## config.mk

```make
export PLATFORM = sky130hd
export DESIGN_NAME = keyword_statement_tokenizer
export DESIGN_NICKNAME = d
export VERILOG_FILES = /design/src/kst_pkg.sv /design/src/kst_step.sv /design/src/kst_obuf.sv /design/src/keyword_statement_tokenizer.sv
export VERILOG_INCLUDE_DIRS = /design/src /design/src/src
export SDC_FILE = /design/constraint.sdc
export NUM_CORES = 1
export LEC_CHECK = 0
export BUFFER_PORTS_ARGS = -buffer_cell sky130_fd_sc_hd__buf_2
export CAP_MARGIN = 20
export CORE_MARGIN = 3
export CORE_UTILIZATION = 25
export CTS_CLUSTER_SIZE = 16
export DETAILED_ROUTE_END_ITERATION = 16
export GPL_TIMING_DRIVEN = 0
export PLACE_DENSITY = 0.52
export SLEW_MARGIN = 25
export SYNTH_ARGS = -nofsm -noshare
export SYNTH_HDL_FRONTEND = slang
export SYNTH_HIERARCHICAL = 1
export SYNTH_SLANG_ARGS = --single-unit
```

## constraint.sdc

```tcl
create_clock -name clk -period 4.71 [get_ports clk]
set_clock_uncertainty 0.1 [all_clocks]
set_input_delay 0.942 -clock clk [delete_from_list [all_inputs] [get_ports clk]]
set_output_delay 0.942 -clock clk [all_outputs]
set_load 0.01 [all_outputs]
```

## src/keyword_statement_tokenizer_defines.svh

```systemverilog
// Assertion macros for the keyword/statement tokenizer.
// Needs clk and rst_n in the scope where a macro is used.
`ifndef KEYWORD_STATEMENT_TOKENIZER_DEFINES_SVH
`define KEYWORD_STATEMENT_TOKENIZER_DEFINES_SVH

// same-cycle implication, held off during reset
`define KST_ASSERT_NOW(label, ante, cons, msg) \
  label: assert property (@(posedge clk) disable iff (!rst_n) (ante) |-> (cons)) \
    else $error(msg);

// next-cycle implication, held off during reset
`define KST_ASSERT_NEXT(label, ante, cons, msg) \
  label: assert property (@(posedge clk) disable iff (!rst_n) (ante) |=> (cons)) \
    else $error(msg);

`endif

```

## src/kst_pkg.sv

```systemverilog
// Shared types and constants of the keyword/statement tokenizer.
// No dependencies.
package kst_pkg;

  localparam int KEYWORD_MAX = 255;
  localparam int KLEN_W      = $clog2(KEYWORD_MAX + 1);

  typedef logic [KLEN_W-1:0] klen_t;
  typedef logic [KLEN_W:0]   klen_ext_t;

  localparam logic [7:0] START_RST = 8'd123;  // '{'
  localparam logic [7:0] STOP_RST  = 8'd125;  // '}'

  localparam logic [7:0] CH_BANG  = 8'h21;
  localparam logic [7:0] CH_HASH  = 8'h23;
  localparam logic [7:0] CH_NL    = 8'h0A;
  localparam logic [7:0] CH_UNDER = 8'h5F;
  localparam logic [7:0] CH_QUOTE = 8'h22;

  localparam logic CFG_START = 1'b0;
  localparam logic CFG_STOP  = 1'b1;

  typedef enum logic [2:0] {
    PH_SKIP,
    PH_SKIP_CMT,
    PH_KEYWORD,
    PH_SEEK,
    PH_SEEK_CMT,
    PH_STMT
  } phase_t;

  typedef enum logic [1:0] {
    KIND_KEYWORD,
    KIND_STMT,
    KIND_END
  } kind_t;

  typedef enum logic [1:0] {
    ST_FULL,
    ST_EMPTY,
    ST_NONE,
    ST_EOT
  } status_t;

  typedef struct packed {
    logic [7:0] data;
    kind_t      kind;
    status_t    status;
    logic       last;
  } result_t;

  typedef struct packed {
    phase_t phase;
    logic   quotes;
    klen_t  klen;
  } state_t;

  // results of one input byte: count plus up to two result beats
  typedef struct packed {
    logic [1:0] n;
    result_t    r0;
    result_t    r1;
  } step_t;

endpackage

```

## src/kst_step.sv

```systemverilog
// Next-state and result logic for one text byte of the tokenizer.
// Depends on kst_pkg.
module kst_step (
  input  kst_pkg::state_t cur,
  input  logic [7:0]      start_char,
  input  logic [7:0]      stop_char,
  input  logic [7:0]      b,
  input  logic            eot,
  output kst_pkg::state_t nxt,
  output kst_pkg::step_t  res
);

  function automatic logic is_letter(input logic [7:0] c);
    return (c >= 8'h41 && c <= 8'h5A) || (c >= 8'h61 && c <= 8'h7A);
  endfunction

  function automatic logic is_digit(input logic [7:0] c);
    return c >= 8'h30 && c <= 8'h39;
  endfunction

  function automatic logic is_blank(input logic [7:0] c);
    return c == 8'h20 || (c >= 8'h09 && c <= 8'h0D);
  endfunction

  function automatic logic [7:0] upper(input logic [7:0] c);
    return (c >= 8'h61 && c <= 8'h7A) ? c - 8'h20 : c;
  endfunction

  logic                   is_cmt;
  logic                   is_nl;
  kst_pkg::klen_ext_t     klen_inc;
  logic                   one_is_max;

  assign is_cmt     = (b == kst_pkg::CH_BANG) || (b == kst_pkg::CH_HASH);
  assign is_nl      = (b == kst_pkg::CH_NL);
  assign klen_inc   = kst_pkg::klen_ext_t'(cur.klen) + kst_pkg::klen_ext_t'(1);
  assign one_is_max = (kst_pkg::KEYWORD_MAX <= 1);

  always_comb begin
    logic              seek_go;
    logic              skip_go;
    logic [1:0]        cnt;
    kst_pkg::result_t  r [2];

    seek_go = 1'b0;
    skip_go = 1'b0;
    cnt     = 2'd0;
    r[0]    = '0;
    r[1]    = '0;
    nxt     = cur;

    if (eot) begin
      r[0].kind   = kst_pkg::KIND_END;
      r[0].status = kst_pkg::ST_EOT;
      cnt         = 2'd1;
      nxt.phase   = kst_pkg::PH_SKIP;
      nxt.quotes  = 1'b0;
      nxt.klen    = '0;
    end else begin
      unique case (cur.phase)
        kst_pkg::PH_SKIP_CMT: begin
          if (is_nl) nxt.phase = kst_pkg::PH_SKIP;
        end
        kst_pkg::PH_KEYWORD: begin
          if (is_letter(b) || is_digit(b) || b == kst_pkg::CH_UNDER) begin
            r[cnt[0]].data = upper(b);
            r[cnt[0]].kind = kst_pkg::KIND_KEYWORD;
            cnt            = cnt + 2'd1;
            nxt.klen       = kst_pkg::klen_t'(klen_inc);
            if (klen_inc >= kst_pkg::klen_ext_t'(kst_pkg::KEYWORD_MAX))
              nxt.phase = kst_pkg::PH_SEEK;
          end else begin
            seek_go = 1'b1;  // keyword ends, same byte goes to seek
          end
        end
        kst_pkg::PH_SEEK: seek_go = 1'b1;
        kst_pkg::PH_SEEK_CMT: begin
          if (is_nl) nxt.phase = kst_pkg::PH_SEEK;
        end
        kst_pkg::PH_STMT: begin
          if (b == stop_char && !cur.quotes) begin
            r[cnt[0]].kind   = kst_pkg::KIND_END;
            r[cnt[0]].status = kst_pkg::ST_FULL;
            cnt              = cnt + 2'd1;
            nxt.phase        = kst_pkg::PH_SKIP;
            nxt.quotes       = 1'b0;
            nxt.klen         = '0;
          end else begin
            if (b == kst_pkg::CH_QUOTE) nxt.quotes = !cur.quotes;
            r[cnt[0]].data = b;
            r[cnt[0]].kind = kst_pkg::KIND_STMT;
            cnt            = cnt + 2'd1;
          end
        end
        default: skip_go = 1'b1;
      endcase

      if (seek_go) begin
        nxt.phase = kst_pkg::PH_SEEK;
        priority if (b == start_char) begin
          nxt.phase  = kst_pkg::PH_STMT;
          nxt.quotes = 1'b0;
        end else if (is_blank(b)) begin
          nxt.phase = kst_pkg::PH_SEEK;
        end else if (is_cmt) begin
          nxt.phase = kst_pkg::PH_SEEK_CMT;
        end else if (b == stop_char) begin
          r[cnt[0]].kind   = kst_pkg::KIND_END;
          r[cnt[0]].status = kst_pkg::ST_EMPTY;
          cnt              = cnt + 2'd1;
          nxt.phase        = kst_pkg::PH_SKIP;
          nxt.quotes       = 1'b0;
          nxt.klen         = '0;
        end else begin
          // no statement: close the record, then the byte starts over
          r[cnt[0]].kind   = kst_pkg::KIND_END;
          r[cnt[0]].status = kst_pkg::ST_NONE;
          cnt              = cnt + 2'd1;
          nxt.quotes       = 1'b0;
          nxt.klen         = '0;
          skip_go          = 1'b1;
        end
      end

      if (skip_go) begin
        nxt.phase = kst_pkg::PH_SKIP;
        if (is_letter(b)) begin
          r[cnt[0]].data = upper(b);
          r[cnt[0]].kind = kst_pkg::KIND_KEYWORD;
          cnt            = cnt + 2'd1;
          nxt.klen       = kst_pkg::klen_t'(1);
          nxt.phase      = one_is_max ? kst_pkg::PH_SEEK : kst_pkg::PH_KEYWORD;
        end else if (is_cmt) begin
          nxt.phase = kst_pkg::PH_SKIP_CMT;
        end
      end
    end

    if (cnt == 2'd2)
      r[1].last = 1'b1;
    else if (cnt == 2'd1)
      r[0].last = 1'b1;

    res.n  = cnt;
    res.r0 = r[0];
    res.r1 = r[1];
  end

endmodule

```

## src/kst_obuf.sv

```systemverilog
// Two-entry result register: holds the beats of one byte until taken.
// Depends on kst_pkg.
module kst_obuf (
  input  logic             clk,
  input  logic             rst_n,
  input  logic             load,
  input  kst_pkg::step_t   step,
  input  logic             ready,
  output logic             valid,
  output logic             free,
  output kst_pkg::result_t head
);

  logic [1:0]       cnt_r;
  kst_pkg::result_t a_r;
  kst_pkg::result_t b_r;
  logic             pop;

  assign pop   = (cnt_r != 2'd0) && ready;
  assign free  = (cnt_r == 2'd0) || (cnt_r == 2'd1 && ready);
  assign valid = (cnt_r != 2'd0);
  assign head  = a_r;

  always_ff @(posedge clk) begin
    if (!rst_n) begin
      cnt_r <= 2'd0;
    end else if (load) begin
      cnt_r <= step.n;
    end else if (pop) begin
      cnt_r <= (cnt_r == 2'd2) ? 2'd1 : 2'd0;
    end
  end

  always_ff @(posedge clk) begin
    if (load) begin
      a_r <= step.r0;
      b_r <= step.r1;
    end else if (pop && cnt_r == 2'd2) begin
      a_r <= b_r;
    end
  end

endmodule

```

## src/keyword_statement_tokenizer.sv

```systemverilog
// An accepted input beat is registered in the input register, then its result beats
// in the result register. Throughput: one text byte per cycle; a byte with results
// waits while out_tready is low or the second beat of a two-result byte drains.
// Reset (rst_n low, synchronous): tokenizer back to skipping before a keyword,
// quote flag and keyword length cleared, start/stop chars to '{' and '}'.
// Depends on kst_pkg, kst_step, kst_obuf and keyword_statement_tokenizer_defines.svh.
`include "keyword_statement_tokenizer_defines.svh"

module keyword_statement_tokenizer (
  input  logic        clk,
  input  logic        rst_n,
  input  logic        in_tvalid,
  output logic        in_tready,
  input  logic [7:0]  in_tdata,   // [7:0] in_byte
  input  logic        in_tlast,   // end_of_text
  output logic        out_tvalid,
  input  logic        out_tready,
  output logic [15:0] out_tdata,  // [7:0] out_byte, [9:8] record_status
  output logic [1:0]  out_tuser,  // [1:0] item_kind
  output logic        out_tlast,  // last_of_item
  input  logic        cfg_we,
  input  logic        cfg_addr,
  input  logic [7:0]  cfg_wdata
);

  logic             in_vld_r;
  logic [7:0]       in_byte_r;
  logic             in_eot_r;
  logic [7:0]       start_r;
  logic [7:0]       stop_r;
  kst_pkg::state_t  st_r;
  kst_pkg::state_t  st_nxt;
  kst_pkg::step_t   step;
  kst_pkg::result_t head;
  logic             ob_free;
  logic             fire;

  kst_step u_step (
    .cur        (st_r),
    .start_char (start_r),
    .stop_char  (stop_r),
    .b          (in_byte_r),
    .eot        (in_eot_r),
    .nxt        (st_nxt),
    .res        (step)
  );

  // a byte with no results never waits on the result side
  assign fire      = in_vld_r && (step.n == 2'd0 || ob_free);
  assign in_tready = !in_vld_r || fire;

  kst_obuf u_obuf (
    .clk   (clk),
    .rst_n (rst_n),
    .load  (fire && step.n != 2'd0),
    .step  (step),
    .ready (out_tready),
    .valid (out_tvalid),
    .free  (ob_free),
    .head  (head)
  );

  assign out_tdata = {6'b0, head.status, head.data};
  assign out_tuser = head.kind;
  assign out_tlast = head.last;

  always_ff @(posedge clk) begin
    if (!rst_n) begin
      in_vld_r <= 1'b0;
    end else if (in_tready) begin
      in_vld_r <= in_tvalid;
    end
  end

  always_ff @(posedge clk) begin
    if (in_tready && in_tvalid) begin
      in_byte_r <= in_tdata;
      in_eot_r  <= in_tlast;
    end
  end

  always_ff @(posedge clk) begin
    if (!rst_n) begin
      st_r.phase  <= kst_pkg::PH_SKIP;
      st_r.quotes <= 1'b0;
      st_r.klen   <= '0;
    end else if (fire) begin
      st_r <= st_nxt;
    end
  end

  always_ff @(posedge clk) begin
    if (!rst_n) begin
      start_r <= kst_pkg::START_RST;
      stop_r  <= kst_pkg::STOP_RST;
    end else if (cfg_we) begin
      unique case (cfg_addr)
        kst_pkg::CFG_START: start_r <= cfg_wdata;
        kst_pkg::CFG_STOP:  stop_r  <= cfg_wdata;
        default:            start_r <= start_r;
      endcase
    end
  end

  `KST_ASSERT_NEXT(a_eot_clears, fire && in_eot_r, st_r.phase == kst_pkg::PH_SKIP && !st_r.quotes && st_r.klen == '0, "end of text did not clear tokenizer state")
  `KST_ASSERT_NOW(a_kw_len, st_r.phase == kst_pkg::PH_KEYWORD, st_r.klen != '0, "keyword phase with zero length")
  `KST_ASSERT_NOW(a_quotes_stmt, st_r.quotes, st_r.phase == kst_pkg::PH_STMT, "quote flag set outside a statement")
  `KST_ASSERT_NEXT(a_in_hold, in_vld_r && !fire, in_vld_r && $stable(in_byte_r) && $stable(in_eot_r), "stalled input byte lost")

endmodule
```

==> impl_summary.md <==
Synth
A synthesized cell averages 9.27 um2. In this run, synthesis inferred 35 flip-flops with an integrated enable. The synthesized design contains 66 register bits. The synthesized area is between 3000 and 4000 um2. After synthesis, the cell types taking the most area are sky130_fd_sc_hd__edfxtp_1, sky130_fd_sc_hd__dfxtp_1, sky130_fd_sc_hd__nand2_1. For this run, the register share of the synthesized area comes to between 40 and 50%. The synthesized design spends more area on one cell type than any other, namely sky130_fd_sc_hd__edfxtp_1. The netlist uses 67 different library cells.

Synthesis produced a netlist whose cell count is ~430. The leading register cell type out of synthesis is sky130_fd_sc_hd__edfxtp_1. The number of warnings printed during yosys synthesis is 6. Of all flip-flops after synthesis, the portion carrying an async set or reset was 0%. The share of the synthesized area in the top cell type is a little over a quarter.

Worst setup path
The data arrival time of the critical path is roughly 3.6 ns. The worst setup path is captured at an output port. For the worst flop-to-flop path, the logic depth is 20. The startpoint identified for the worst register-to-register timing path is in_byte_r[6]$_DFFE_PP_. STA puts the critical path data required time at ~3.7 ns.

The endpoint of the lowest-slack register-to-register path is u_obuf/head[5]$_DFFE_PP_. The flop-to-flop setup slack is ~0.24 ns. The critical path is of the reg2out type.

The worst setup path is launched from a flip-flop. The worst-path maximum fanout is 3.

Route
The met2 wire length is ~4700 um. Summed over all layers, the routed wires come to between 9000 and 10,000 um. The number of vias per cell after detailed routing is between 4 and 5. The total iterations of the first detailed-routing run is 4. After detailed routing, the met3 layer carries between 300 and 400 um of wire. The final routed wire length divided by cell count is approximately 14 um. The highest layer touched by signal routing is met4. After detailed routing, the wire length on met1 is roughly 4500 um. The via total after detailed routing is about 3,300. The violation count after the first detailed-route iteration is around 150. The detail route stage leaves a number of antenna-violating nets equal to 0. The remaining design rule violation count is 0.

Clock network
The TritonCTS buffer count is 9. The CTS sink count is 66. The maximum level of the CTS H-tree is 3.

The cell sitting at the root of the clock tree is a sky130_fd_sc_hd__clkbuf_16. The clock edge transition at the registers on the reported setup and hold paths is 0.05 ns. Clock latency on the worst-skew pair, taken at its later pin, is between 0.3 and 0.4 ns. TritonCTS built the clock tree. The worst-case clock buffer depth is 2.

Global route
The total routing resource utilization after global routing is between 10% and 20%. Entering global routing, the biggest net connects 15 pins. The first global-routing pass estimated ~16,000 um of wire. The number of antenna violations at the first check in global routing was 0. The number of global-route vias before repair is 3,208. Global routing finished with a remaining overflow of 0.

Timing
The ratio of final minimum period to clock period is between 90% and 100%. Setup slack on the critical path of the routed design comes to 0.0728 ns. The number of max-slew violations in the final report is 0. The number of hold violations in the final report was 0.

The count of final setup violators is 0. The setup total negative slack is 0 ns. The minimum clock period after layout is around 4.6 ns. The worst pin sits at a relative slew slack of about three fifths. The slew at the pin with the worst max-slew slack is between 0.6 and 0.7 ns. Timing would allow up to around 0.22 GHz.

Worst hold path
In this run the most critical hold path is launched from st_r[3]$_SDFFE_PN0P_. The number of cells on the worst hold path is 2. The class of the worst hold path is reg2reg. The terminating pin of the worst hold path is st_r[3]$_SDFFE_PN0P_.

Finish
The final cell count without fillers is a little over 700. Cells fill between 30 and 40% of the core in the end. After the last flow step, the layout net total stands at approximately 540. The area of all placed cells without fillers is just over 5000 um2. The number of diodes is 0.

Fill cells in the final layout number roughly 1,600. Leaving out fill and tap cells, the most frequent cells in the layout are sky130_fd_sc_hd__nand2_1, sky130_fd_sc_hd__buf_2, sky130_fd_sc_hd__buf_4. The area growth from synthesis to layout is 27.9%. The most common cell after layout, fill and taps aside is sky130_fd_sc_hd__nand2_1. Cells with a size suffix above 1 make up a little under a third of the layout.

Placement
OpenSTA, run right after detailed placement, puts the worst setup slack at -0.670 ns. The instance area after placement is roughly 4500 um2. Counting tap cells, the placed design contains a total of about 680 instances.

Summed over all nets, the half-perimeter wirelength after detailed placement is 7070 um. The total of buffers placed on input and output ports is 37. The congestion estimate from routability-driven global placement came to ~0.85.

Power
The power density relative to cell area is between 200 and 300 nW/um2. The maximum resistive drop on vdd is roughly 150 uV. The leakage power figure is 0.00196 uW.

Floorplan
The height of the chip is 132 um. The die covers between 15,000 and 20,000 um2. The effective utilization at floorplan is between 20% and 30%. The number of top-level pins is 44. The die is 132 um wide. The area of the core is 15,400 um2. The placement row count is 45.

Flow run
Across the run, the number of max-cap violations was 0.

Outcome
The run finished with clean final reports.
flip-flops by register name, indices dropped and copies added, names as in the netlist:
signal,flops
in_vld_r,1
stop_r,8
u_obuf/head,13
in_eot_r,1
in_byte_r,8
u_obuf/cnt_r,2
st_r,12
u_obuf/b_r,13
start_r,8
logic make-up (layout without fill, tap and decap cells):
kind of cell               Yosys count  after routing  share of synthesized area [%]
xor gates and xnor gates            17             17                           3.74
other                                2              9                          0.189
muxes                               25             25                           6.70
DFF                                 66             66                           42.0
and+or+nand+nor                    201            201                           26.4
adders and majority gates            7              7                           2.20
buffers and inverters               44            122                           6.86
AOI/OAI and AO/OA                   67             67                           12.0
layer usage:
layer	GRT usage, %	vias up
met4	5.95	0
li1	-	1662
met2	18.1	57
met3	2.56	17
met5	0	-
met1	14.9	1519
worst max-delay path, stage by stage, from the launching register on:
cell,delay [ns]
sky130_fd_sc_hd__edfxtp_1,0.41
sky130_fd_sc_hd__buf_4,0.17
sky130_fd_sc_hd__ha_1,0.17
sky130_fd_sc_hd__and3_1,0.16
sky130_fd_sc_hd__a32oi_1,0.21
sky130_fd_sc_hd__a21o_1,0.21
sky130_fd_sc_hd__a211o_4,0.18
sky130_fd_sc_hd__nand2_4,0.06
sky130_fd_sc_hd__ha_4,0.27
sky130_fd_sc_hd__nand2_2,0.04
sky130_fd_sc_hd__o211a_4,0.26
sky130_fd_sc_hd__ha_4,0.22
sky130_fd_sc_hd__nand2b_4,0.14
sky130_fd_sc_hd__a21oi_4,0.17
sky130_fd_sc_hd__nor2_4,0.06
sky130_fd_sc_hd__or3b_4,0.38
sky130_fd_sc_hd__buf_6,0.13
how the worst max path moves through the flow:
| stage | cells after the start | start | endpoint |
|---|---|---|---|
| detailed placement | 19 | in_byte_r[2]$_DFFE_PP_ | u_obuf/head[5]$_DFFE_PP_ |
| global placement | 19 | in_byte_r[3]$_DFFE_PP_ | u_obuf/head[5]$_DFFE_PP_ |
| floorplan | 19 | in_byte_r[0]$_DFFE_PP_ | u_obuf/head[0]$_DFFE_PP_ |
| CTS | 16 | in_byte_r[0]$_DFFE_PP_ | in_tready |
| global route | 17 | in_byte_r[5]$_DFFE_PP_ | in_tready |
| finish | 16 | in_byte_r[6]$_DFFE_PP_ | in_tready |
cell usage after synthesis (all sizes together) (8+ instances only):
cell and count:
nor3 10, mux2 13, dfxtp 31, clkbuf 11
nand3 18, nand2b 11, nand2 81, xor2 16
edfxtp 35, nor4 8, o21ai 10, a21oi 19
nor3b 12, nor2 23, mux2i 12, buf 26
metrics by stage:
stage	power (uW)	hold WS [ns]
2_1_floorplan	756	0.334
3_3_place_gp	800	0.343
3_5_place_dp	802	0.353
4_1_cts	1420	0.360
5_1_grt	1470	0.392
6_report	1410	0.356
report_power, final:
part	leakage, uW	internal (uW)	switching [uW]
Clock	0.000127	351	241
Combinational	0.00123	81.3	94.7
Sequential	0.000597	628	11.5
Total	0.00196	1060	347
final cells by class:
type / instances / area, um2 / share of cell area [%]
timing repair buffer: 64 / 394 / 7.74
tap: 211 / 264 / 5.19
inverter: 7 / 28.8 / 0.565
clock buffer: 10 / 229 / 4.50
multi-input combinational: 326 / 2200 / 43.2
sequential: 66 / 1670 / 32.8
clock inverter: 6 / 33.8 / 0.664
buffer: 35 / 272 / 5.33
repair_timing:
item | in CTS | in global routing
pin swaps | 12 | 16
endpoints found under the setup margin | 29 | 22
hold buffers | 0 | 0
endpoints found under the hold margin | 0 | 0
gates resized for setup | 30 | 17
buffers inserted | 16 | 11
Note: power is estimated with default switching activity, not from simulation.
